<file path="src/design/bds_pkg.sv">
`timescale 1ns / 1ps
// ----------------------------------------------------------------------------
// Batch dispense sequencer package
// Field widths, phase codes, register indexes and fixed constants.
// ----------------------------------------------------------------------------
package bds_pkg;

  // Phase codes as seen on the result channel
  localparam logic [2:0] PHASE_IDLE    = 3'd0;
  localparam logic [2:0] PHASE_MEASURE = 3'd1;
  localparam logic [2:0] PHASE_SERVO   = 3'd2;
  localparam logic [2:0] PHASE_THROW   = 3'd3;
  localparam logic [2:0] PHASE_AFTER   = 3'd4;

  // Configuration register indexes
  localparam logic [2:0] REG_LEVEL_COUNT = 3'd0;
  localparam logic [2:0] REG_SERVO_MIN   = 3'd1;
  localparam logic [2:0] REG_SERVO_OPEN  = 3'd2;
  localparam logic [2:0] REG_MOTOR_SPAN  = 3'd3;
  localparam logic [2:0] REG_TOTAL_TMO   = 3'd4;
  localparam logic [2:0] REG_THROW_TIME  = 3'd5;

  // Opcodes
  localparam logic OP_TICK  = 1'b0;
  localparam logic OP_START = 1'b1;

  // Fixed constants
  localparam logic [31:0] SETTLE_SPACING_MS = 32'd1000;
  localparam int unsigned SHARE_MARGIN      = 3;
  localparam int signed   KD_SWITCH_ERROR   = 15;
  localparam int unsigned KD_HIGH_TWICE     = 20;

  // Shared divider geometry
  localparam int unsigned DIV_W   = 21;
  localparam int unsigned DIVR_W  = 4;
  localparam logic [3:0]  DIV_BY_THREE = 4'd3;

  // Reset values of the configuration registers
  localparam logic [3:0]  RST_LEVEL_COUNT = 4'd3;
  localparam logic [15:0] RST_SERVO_MIN   = 16'd500;
  localparam logic [15:0] RST_SERVO_OPEN  = 16'd2500;
  localparam logic [15:0] RST_MOTOR_SPAN  = 16'd999;
  localparam logic [31:0] RST_TOTAL_TMO   = 32'd300000;
  localparam logic [31:0] RST_THROW_TIME  = 32'd20000;

endpackage

</file>
<file path="src/design/batch_dispense_sequencer.sv">
`timescale 1ns / 1ps
// ----------------------------------------------------------------------------
// Batch dispense sequencer
// Splits a target mass into levels; settles the load cells, drives the servo
// from a PID, runs the thrower motor and settles again for every level.
// ----------------------------------------------------------------------------
//  channel  | direction | handshake              | payload
//  ---------+-----------+------------------------+------------------------------
//  in       | input     | in_valid_i / in_stall_o | opcode, now_ms, cells, target
//  out      | output    | out_valid_o/ out_stall_i| phase, level, servo, motor, abt
//  cfg      | input     | cfg_we_i                | cfg_index_i, cfg_data_i
//
// An item that needs no division goes from evaluation to the output state,
// through the settle test when one is made; otherwise it also passes the
// 21-step restoring divider (one quotient bit a cycle), shared by the level
// share, the motor duty and the settled mean.
// The input stalls until the result is loaded into the output register; a
// stalled output holds the sequencer in its final state only.
// Reset clears all state; no clearing pass is needed.
// ----------------------------------------------------------------------------
module batch_dispense_sequencer (
  input  logic        clk_i,
  input  logic        rst_ni,
  input  logic        cfg_we_i,
  input  logic [2:0]  cfg_index_i,
  input  logic [31:0] cfg_data_i,
  input  logic        in_valid_i,
  output logic        in_stall_o,
  input  logic        opcode_i,
  input  logic [31:0] now_ms_i,
  input  logic signed [15:0] cell_a_i,
  input  logic signed [15:0] cell_b_i,
  input  logic signed [15:0] cell_c_i,
  input  logic [14:0] target_mass_i,
  output logic        out_valid_o,
  input  logic        out_stall_i,
  output logic [2:0]  phase_o,
  output logic [4:0]  current_level_o,
  output logic        servo_enable_o,
  output logic [15:0] servo_count_o,
  output logic        motor_enable_o,
  output logic [15:0] motor_duty_o,
  output logic        aborted_o
);

  typedef enum logic [2:0] {
    ST_IDLE, ST_EVAL, ST_SETTLE, ST_DIV, ST_FIN, ST_PID, ST_OUT
  } state_e;

  state_e state_q;

  // Configuration
  logic [3:0]  lvl_cnt_q;
  logic [15:0] srv_min_q, srv_open_q, mot_span_q;
  logic [31:0] tot_tmo_q, throw_time_q;

  // Latched item
  logic               op_q;
  logic [31:0]        now_q;
  logic signed [17:0] sum_q;
  logic [14:0]        target_q;

  // Sequence state
  logic [2:0]         phase_q;
  logic [4:0]         level_q;
  logic signed [17:0] samp_q [3];
  logic [1:0]         sidx_q;
  logic [31:0]        sstamp_q, start_q, throw_q;
  logic signed [17:0] tare_q;
  logic signed [31:0] integ_q;
  logic signed [16:0] prev_q;

  // Shared divider
  logic [bds_pkg::DIV_W-1:0]  dvd_q;
  logic [bds_pkg::DIVR_W-1:0] rem_q, divisor_q;
  logic [4:0]                 dcnt_q;
  logic                       neg_q;

  // PID working terms
  logic signed [16:0] e_q;
  logic signed [22:0] kdd_q;

  // Result under construction and output register
  logic        srv_en_q, mot_en_q, abt_q;
  logic [15:0] srv_q;
  logic [15:0] mot_duty_q;
  logic        ov_q;
  logic [2:0]  o_phase_q;
  logic [4:0]  o_level_q;
  logic        o_srv_en_q, o_mot_en_q, o_abt_q;
  logic [15:0] o_srv_q, o_mot_q;

  // Sum the load cells
  logic signed [17:0] cell_sum;
  assign cell_sum = 18'(cell_a_i) + 18'(cell_b_i) + 18'(cell_c_i);

  // Abort and sample timing
  logic abort_c, take_c;
  assign abort_c = (level_q > {1'b0, lvl_cnt_q}) || ((now_q - start_q) >= tot_tmo_q);
  assign take_c  = (now_q - sstamp_q) >= bds_pkg::SETTLE_SPACING_MS;

  // Settle test over the stored samples
  logic signed [18:0] df01, df12;
  logic [18:0]        ad01, ad12;
  logic [19:0]        dsum;
  logic signed [19:0] s3;
  logic [19:0]        s3_mag;
  assign df01   = 19'(samp_q[0]) - 19'(samp_q[1]);
  assign df12   = 19'(samp_q[1]) - 19'(samp_q[2]);
  assign ad01   = df01[18] ? 19'(-df01) : 19'(df01);
  assign ad12   = df12[18] ? 19'(-df12) : 19'(df12);
  assign dsum   = 20'(ad01) + 20'(ad12);
  assign s3     = 20'(samp_q[0]) + 20'(samp_q[1]) + 20'(samp_q[2]);
  assign s3_mag = s3[19] ? 20'(-s3) : 20'(s3);

  // One divider step
  logic [4:0]                 rem_sh;
  logic                       qbit;
  logic [bds_pkg::DIVR_W-1:0] rem_nx;
  assign rem_sh = {rem_q, dvd_q[bds_pkg::DIV_W-1]};
  assign qbit   = rem_sh >= {1'b0, divisor_q};
  assign rem_nx = qbit ? 4'(rem_sh - {1'b0, divisor_q}) : rem_sh[3:0];

  // Products into the divider
  logic [19:0] share_prod;
  logic [20:0] motor_prod;
  assign share_prod = 20'(target_q) * 20'(level_q);
  assign motor_prod = 21'(mot_span_q) * 21'(level_q);

  // Settled mass, share, error and integral update
  logic signed [17:0] settled;
  logic signed [21:0] share, mass;
  logic signed [16:0] e_c;
  logic signed [17:0] d_c;
  logic signed [33:0] i_ext;
  logic signed [31:0] integ_nx;
  logic signed [22:0] kdd_c;
  always_comb begin
    settled = neg_q ? 18'(-$signed({1'b0, dvd_q})) : 18'(dvd_q);
    share   = $signed({1'b0, dvd_q}) - 22'(bds_pkg::SHARE_MARGIN);
    mass    = 22'(tare_q) - 22'(sum_q);
    e_c     = 17'($signed(share[15:0])) - 17'($signed(mass[15:0]));
    d_c     = 18'(e_c) - 18'(prev_q);
    kdd_c   = (32'(e_c) <= bds_pkg::KD_SWITCH_ERROR)
              ? 23'(d_c) * 23'(bds_pkg::KD_HIGH_TWICE) : 23'(d_c);
    if (e_c == prev_q) i_ext = 34'(integ_q) + 34'(e_c);
    else               i_ext = 34'(integ_q) - 34'(e_c);
    if (i_ext > 34'sh0_7FFF_FFFF)       integ_nx = 32'sh7FFF_FFFF;
    else if (i_ext < -34'sh0_8000_0000) integ_nx = 32'sh8000_0000;
    else                                integ_nx = i_ext[31:0];
    if (e_c != prev_q && integ_q <= 0) integ_nx = '0;
  end

  // PID sum, halve toward zero, clamp
  logic signed [34:0] pid_sum, pid_half;
  logic signed [35:0] srv_v;
  logic [15:0]        srv_c;
  always_comb begin
    pid_sum  = 35'(e_q) * 35'sd2 + 35'(integ_q) + 35'(kdd_q);
    pid_half = pid_sum[34] ? ((pid_sum + 35'sd1) >>> 1) : (pid_sum >>> 1);
    srv_v    = $signed({20'd0, srv_min_q}) + 36'(pid_half);
    if (srv_v > $signed({20'd0, srv_open_q}))     srv_c = srv_open_q;
    else if (srv_v < $signed({20'd0, srv_min_q})) srv_c = srv_min_q;
    else                                          srv_c = srv_v[15:0];
  end

  assign in_stall_o = state_q != ST_IDLE;

  // Output register load: result ready and the register free
  logic load_c;
  assign load_c = (state_q == ST_OUT) && (!ov_q || !out_stall_i);

  // Configuration writes
  always_ff @(posedge clk_i or negedge rst_ni) begin
    if (!rst_ni) begin
      lvl_cnt_q    <= bds_pkg::RST_LEVEL_COUNT;
      srv_min_q    <= bds_pkg::RST_SERVO_MIN;
      srv_open_q   <= bds_pkg::RST_SERVO_OPEN;
      mot_span_q   <= bds_pkg::RST_MOTOR_SPAN;
      tot_tmo_q    <= bds_pkg::RST_TOTAL_TMO;
      throw_time_q <= bds_pkg::RST_THROW_TIME;
    end else if (cfg_we_i) begin
      case (cfg_index_i)
        bds_pkg::REG_LEVEL_COUNT: lvl_cnt_q    <= cfg_data_i[3:0];
        bds_pkg::REG_SERVO_MIN:   srv_min_q    <= cfg_data_i[15:0];
        bds_pkg::REG_SERVO_OPEN:  srv_open_q   <= cfg_data_i[15:0];
        bds_pkg::REG_MOTOR_SPAN:  mot_span_q   <= cfg_data_i[15:0];
        bds_pkg::REG_TOTAL_TMO:   tot_tmo_q    <= cfg_data_i;
        bds_pkg::REG_THROW_TIME:  throw_time_q <= cfg_data_i;
        default: ;
      endcase
    end
  end

  // Sequencer
  always_ff @(posedge clk_i or negedge rst_ni) begin
    if (!rst_ni) begin
      state_q   <= ST_IDLE;
      phase_q   <= bds_pkg::PHASE_IDLE;
      level_q   <= '0;
      samp_q[0] <= '0;
      samp_q[1] <= '0;
      samp_q[2] <= '0;
      sidx_q    <= '0;
      sstamp_q  <= '0;
      start_q   <= '0;
      throw_q   <= '0;
      tare_q    <= '0;
      integ_q   <= '0;
      prev_q    <= '0;
      ov_q      <= 1'b0;
      op_q      <= 1'b0;
      now_q     <= '0;
      sum_q     <= '0;
      target_q  <= '0;
      dvd_q     <= '0;
      rem_q     <= '0;
      divisor_q <= '0;
      dcnt_q    <= '0;
      neg_q     <= 1'b0;
      e_q       <= '0;
      kdd_q     <= '0;
      srv_en_q  <= 1'b0;
      mot_en_q  <= 1'b0;
      abt_q     <= 1'b0;
      srv_q     <= '0;
      mot_duty_q <= '0;
      o_phase_q <= '0;
      o_level_q <= '0;
      o_srv_en_q <= 1'b0;
      o_mot_en_q <= 1'b0;
      o_abt_q   <= 1'b0;
      o_srv_q   <= '0;
      o_mot_q   <= '0;
    end else begin
      // Set valid on a load, drop it once transferred
      if (load_c) ov_q <= 1'b1;
      else if (ov_q && !out_stall_i) ov_q <= 1'b0;

      case (state_q)
        ST_IDLE: begin
          if (in_valid_i) begin
            op_q     <= opcode_i;
            now_q    <= now_ms_i;
            sum_q    <= cell_sum;
            target_q <= target_mass_i;
            state_q  <= ST_EVAL;
          end
        end

        ST_EVAL: begin
          srv_en_q   <= 1'b0;
          mot_en_q   <= 1'b0;
          abt_q      <= 1'b0;
          mot_duty_q <= '0;
          dcnt_q     <= '0;
          rem_q      <= '0;
          if (op_q == bds_pkg::OP_START) begin
            phase_q <= bds_pkg::PHASE_MEASURE;
            level_q <= 5'd1;
            integ_q <= '0;
            prev_q  <= '0;
            start_q <= now_q;
            state_q <= ST_OUT;
          end else if (phase_q == bds_pkg::PHASE_IDLE || phase_q > bds_pkg::PHASE_AFTER) begin
            state_q <= ST_OUT;
          end else if (abort_c) begin
            phase_q <= bds_pkg::PHASE_IDLE;
            abt_q   <= 1'b1;
            state_q <= ST_OUT;
          end else begin
            case (phase_q)
              bds_pkg::PHASE_SERVO: begin
                dvd_q     <= 21'(share_prod);
                divisor_q <= lvl_cnt_q;
                state_q   <= ST_DIV;
              end
              bds_pkg::PHASE_THROW: begin
                dvd_q     <= motor_prod;
                divisor_q <= lvl_cnt_q;
                state_q   <= ST_DIV;
              end
              default: begin
                // Take a settle sample when spacing has elapsed
                if (take_c) begin
                  samp_q[sidx_q] <= sum_q;
                  sidx_q         <= (sidx_q == 2'd2) ? 2'd0 : sidx_q + 2'd1;
                  sstamp_q       <= now_q;
                end
                state_q <= ST_SETTLE;
              end
            endcase
          end
        end

        ST_SETTLE: begin
          if (sidx_q != 2'd0 || dsum > 20'd3) begin
            state_q <= ST_OUT;
          end else begin
            dvd_q     <= 21'(s3_mag);
            neg_q     <= s3[19];
            divisor_q <= bds_pkg::DIV_BY_THREE;
            state_q   <= ST_DIV;
          end
        end

        ST_DIV: begin
          // One quotient bit a cycle
          dvd_q  <= {dvd_q[bds_pkg::DIV_W-2:0], qbit};
          rem_q  <= rem_nx;
          dcnt_q <= dcnt_q + 5'd1;
          if (dcnt_q == 5'(bds_pkg::DIV_W - 1)) state_q <= ST_FIN;
        end

        ST_FIN: begin
          case (phase_q)
            bds_pkg::PHASE_SERVO: begin
              integ_q  <= integ_nx;
              prev_q   <= e_c;
              e_q      <= e_c;
              kdd_q    <= kdd_c;
              srv_en_q <= 1'b1;
              if (mass > share) begin
                phase_q <= bds_pkg::PHASE_THROW;
                throw_q <= now_q;
              end
              state_q <= ST_PID;
            end
            bds_pkg::PHASE_THROW: begin
              mot_en_q   <= 1'b1;
              mot_duty_q <= dvd_q[15:0];
              if ((now_q - throw_q) > throw_time_q) begin
                phase_q <= bds_pkg::PHASE_AFTER;
                integ_q <= '0;
                prev_q  <= '0;
              end
              state_q <= ST_OUT;
            end
            bds_pkg::PHASE_MEASURE: begin
              if (level_q == 5'd1) tare_q <= settled;
              phase_q <= bds_pkg::PHASE_SERVO;
              state_q <= ST_OUT;
            end
            default: begin
              // Settled after the throw: next level, sample at once
              phase_q  <= bds_pkg::PHASE_MEASURE;
              sstamp_q <= sstamp_q - bds_pkg::SETTLE_SPACING_MS;
              level_q  <= level_q + 5'd1;
              state_q  <= ST_OUT;
            end
          endcase
        end

        ST_PID: begin
          srv_q   <= srv_c;
          state_q <= ST_OUT;
        end

        ST_OUT: begin
          // Load the output register once it is free
          if (load_c) begin
            o_phase_q  <= phase_q;
            o_level_q  <= level_q;
            o_srv_en_q <= srv_en_q;
            o_mot_en_q <= mot_en_q;
            o_abt_q    <= abt_q;
            o_mot_q    <= mot_duty_q;
            o_srv_q    <= srv_en_q ? srv_q : '0;
            state_q    <= ST_IDLE;
          end
        end

        default: state_q <= ST_IDLE;
      endcase
    end
  end

  assign out_valid_o     = ov_q;
  assign phase_o         = o_phase_q;
  assign current_level_o = o_level_q;
  assign servo_enable_o  = o_srv_en_q;
  assign servo_count_o   = o_srv_q;
  assign motor_enable_o  = o_mot_en_q;
  assign motor_duty_o    = o_mot_q;
  assign aborted_o       = o_abt_q;

endmodule
</file>
<file path="config.mk">
export PLATFORM = sky130hd
export DESIGN_NAME = batch_dispense_sequencer
export DESIGN_NICKNAME = d
export VERILOG_FILES = /design/src/design/bds_pkg.sv /design/src/design/batch_dispense_sequencer.sv
export SDC_FILE = /design/constraint.sdc
export NUM_CORES = 2
export LEC_CHECK = 0
export BUFFER_PORTS_ARGS = -buffer_cell sky130_fd_sc_hd__buf_2
export CORE_MARGIN = 2
export CORE_UTILIZATION = 40
export CTS_BUF_LIST = sky130_fd_sc_hd__clkbuf_8
export DETAILED_ROUTE_END_ITERATION = 10
export GPL_TIMING_DRIVEN = 0
export PLACE_DENSITY = 0.55
export SLEW_MARGIN = 10
export SYNTH_ARGS = -nofsm -noshare
export SYNTH_HDL_FRONTEND = slang
export SYNTH_SLANG_ARGS = --single-unit
</file>
<file path="constraint.sdc">
create_clock -name clk_i -period 13.81 [get_ports clk_i]
set_clock_uncertainty 0.1 [all_clocks]
set_input_delay 0.6905 -clock clk_i [delete_from_list [all_inputs] [get_ports clk_i]]
set_output_delay 0.6905 -clock clk_i [all_outputs]
set_load 0.01 [all_outputs]
</file>
==> results_dict.tcl <==
set metrics [dict create \
    status "finished clean" \
    io_buffers 179 \
    synth.most_common_cell "nand2_1" \
    drv_cap 0 \
    finalCriticalPeriod_ns 12.68 \
    synthArstFlopShare 1.00 \
    slowest_stage "nor4_1" \
    syn_nets 6863 \
    rsz0062_at_grt "false" \
    synth.top_cells.by_count "nand2_1 (827), inv_1 (575), ha_1 (547), dfrtp_1 (532), o21ai_0 (499)" \
    drc 0 \
    first_pass_iters 6 \
    antenna_found_initial 7 \
    grt_pass1_wl_um 246000 \
    via_per_inst 5.44 \
    path_common_cell "o21ai_0" \
    synthCells 6018 \
    cts_buffer_depth 3 \
    cts-resized-gates 0 \
    finalCritPeriodShare 0.918 \
    coreArea_um2 128000 \
    vias 44300 \
    die_area_um2 131000 \
    syn_avg_cell_area_um2 8.54 \
    dp_hpwl_um 125000 \
    final_max_slew_viol_count 0 \
    crit_path_end_kind "register" \
    drtIter0Drc 2727 \
    yosysSeqAreaShare 0.277 \
    synth_warnings 0 \
    maxClockFrequency_ghz 0.0789 \
    max_slew_margin 0.109 \
    synth_top_family_by_area "adder cells" \
    synth_edf_count 0 \
    die_h_um 362 \
    tritoncts.num_buffers 108 \
    cts_sinks 566 \
    cp_num_buf_inv 5 \
    ctsHoldBuffers 65 \
    cts_setup_buffers 0 \
    synth_fa_ha_area_frac 0.196 \
    final_antenna_net_count 0 \
    cp.arrival_ns 13.30 \
    num_rows 131 \
    routed_wl_um 156000 \
    synth_xor_area_frac 0.0632 \
    synth_top_area_cell "dfrtp_1" \
    worstMarginPinSlew_ns 1.32 \
    cts_max_level 3 \
    drive_gt1_frac 0.0971 \
    criticalPathCategory "register to register" \
    startpoint_type "register" \
    synth_seq_cells 566 \
    ios 181 \
    hold_class "primary input to register" \
    cp_max_fo 10 \
    insertion_delay_ns 0.85 \
    setup_viol 0 \
    grt.total_usage 0.237 \
    start_util 0.403 \
    critical_path_required_ns 14.43 \
    synth_top_area_share 0.259 \
    max_stage_delay_ns 1.08 \
    syn-cell-area_um2 51400 \
    synth-simple-area-share 0.170 \
    grt_pass1_vias 43700 \
    hold_violations 0 \
    synthMuxAreaShare 0.0522 \
    nets 7227 \
    ys_top_cells_by_area "dfrtp_1 (26%), ha_1 (13%), fa_1 (6.3%)" \
    cts_root_buf "clkbuf_8" \
    grt_start_max_net_pins 102 \
    gp_congestion 0.901 \
    cts_tree "built" \
    ff2ff_setup_slack_ns 1.13 \
    area_growth_pct 12.0 \
    ys_types 106 \
    die_width_um 362 \
    clkTransAtPathRegs_ns 0.06 \
    grt.overflow.total 0 \
    final_cells 8137 \
    wl_per_cell_um 19.2 \
    tns_ns 0 \
    synth-compound-area-share 0.184 \
    cp_top_family "compound AO/OA/AOI/OAI gates" \
    synth_ff_type "dfrtp_1" \
    place_inst 7869 \
    n_fill_cell 12800 \
]
-- cells by family after synthesis --
kind of cell | after synthesis
AO/OA/AOI/OAI | 1481
XOR/XNOR | 369
adder cells (fa/ha/maj) | 709
buffers and inverters | 782
flip-flops | 566
multiplexers | 249
AND/OR/NAND/NOR | 1862
-- path summary, 6_finish.rpt --
kind                       depth (start not counted)                      endpoint             startpoint
max                                               50       integ_q[26]$_DFFE_PN0P_   sum_q[1]$_DFFE_PN0P_
min                                                3     tot_tmo_q[12]$_DFFE_PN1P_         cfg_data_i[12]
max reg2reg                                       50       integ_q[26]$_DFFE_PN0P_   sum_q[1]$_DFFE_PN0P_
min reg2reg                                        2         prev_q[5]$_DFFE_PN0P_  prev_q[5]$_DFFE_PN0P_
max in group asynchronous                          4  throw_time_q[23]$_DFFE_PN0P_                 rst_ni
min in group asynchronous                          2       integ_q[22]$_DFFE_PN0P_                 rst_ni
-- cell usage in the layout, fill, tap and decap left out, drive strengths merged, types with 52 or more instances in the layout --
master       count
a21o           106
a21oi          310
and2           100
and3            52
buf            220
clkbuf         312
dfrtp          532
dlygate4sd3     65
fa             162
ha             547
inv            614
mux2           152
mux2i           97
nand2          828
nand3          109
nand4           61
nor2           308
nor2b           60
nor3           122
o21a            52
o21ai          504
o21bai          66
xnor2          264
xor2           105
-- metrics by stage --
stage               utilization  setup slack (ns)  hold WS [ns]  area (um^2)
floorplan                     -              4.28         0.295        51400
global placement          0.426            -0.718         0.362        54400
detailed placement        0.428              1.31         0.364        54600
CTS                       0.451              1.22        0.0285        57500
global route              0.451             0.140        0.0842        57500
finish                    0.451              1.13        0.0986        57500
-- cell type report --
class                      instances  area [um^2]  share of cell area
clock buffer                     137         1890              0.0328
antenna                            7         17.5            0.000304
buffer                           206          826              0.0144
multi-input combinational       4670        34200               0.595
timing repair buffer             254         1760              0.0305
tap                             1662         2080              0.0361
inverter                         576         2160              0.0376
sequential                       566        14200               0.247
clock inverter                    59          398             0.00691
-- worst reg2reg max path, delay by kind of cell (launching register included) --
kind,cells,cell delay [ns]
compound gates,26,5.58
xor+xnor,1,0.17
fa+ha+maj,4,1.45
buf+inv,5,1.38
flops,1,0.37
simple gates,14,3.54
-- per-layer routing --
metal | vias up | wire (um) | GRT usage
met5 | - | 24 | 0
met4 | 4 | 4650 | 0.0762
met3 | 219 | 6760 | 0.0277
met2 | 921 | 72900 | 0.395
met1 | 21400 | 72000 | 0.319
li1 | 21800 | - | -
-- sequential cells by signal (all words and copies together), names as in the netlist, 17 cells and up --
signal,cells
sum_q,18
samp_q,54
throw_time_q,32
integ_q,32
tare_q,18
throw_q,32
dvd_q,21
kdd_q,23
start_q,32
sstamp_q,32
now_q,32
prev_q,17
e_q,17
tot_tmo_q,32
Power is left out: the tool's default activity adds up to more than one toggle a clock period on the data nets, which glitch-free logic cannot reach.
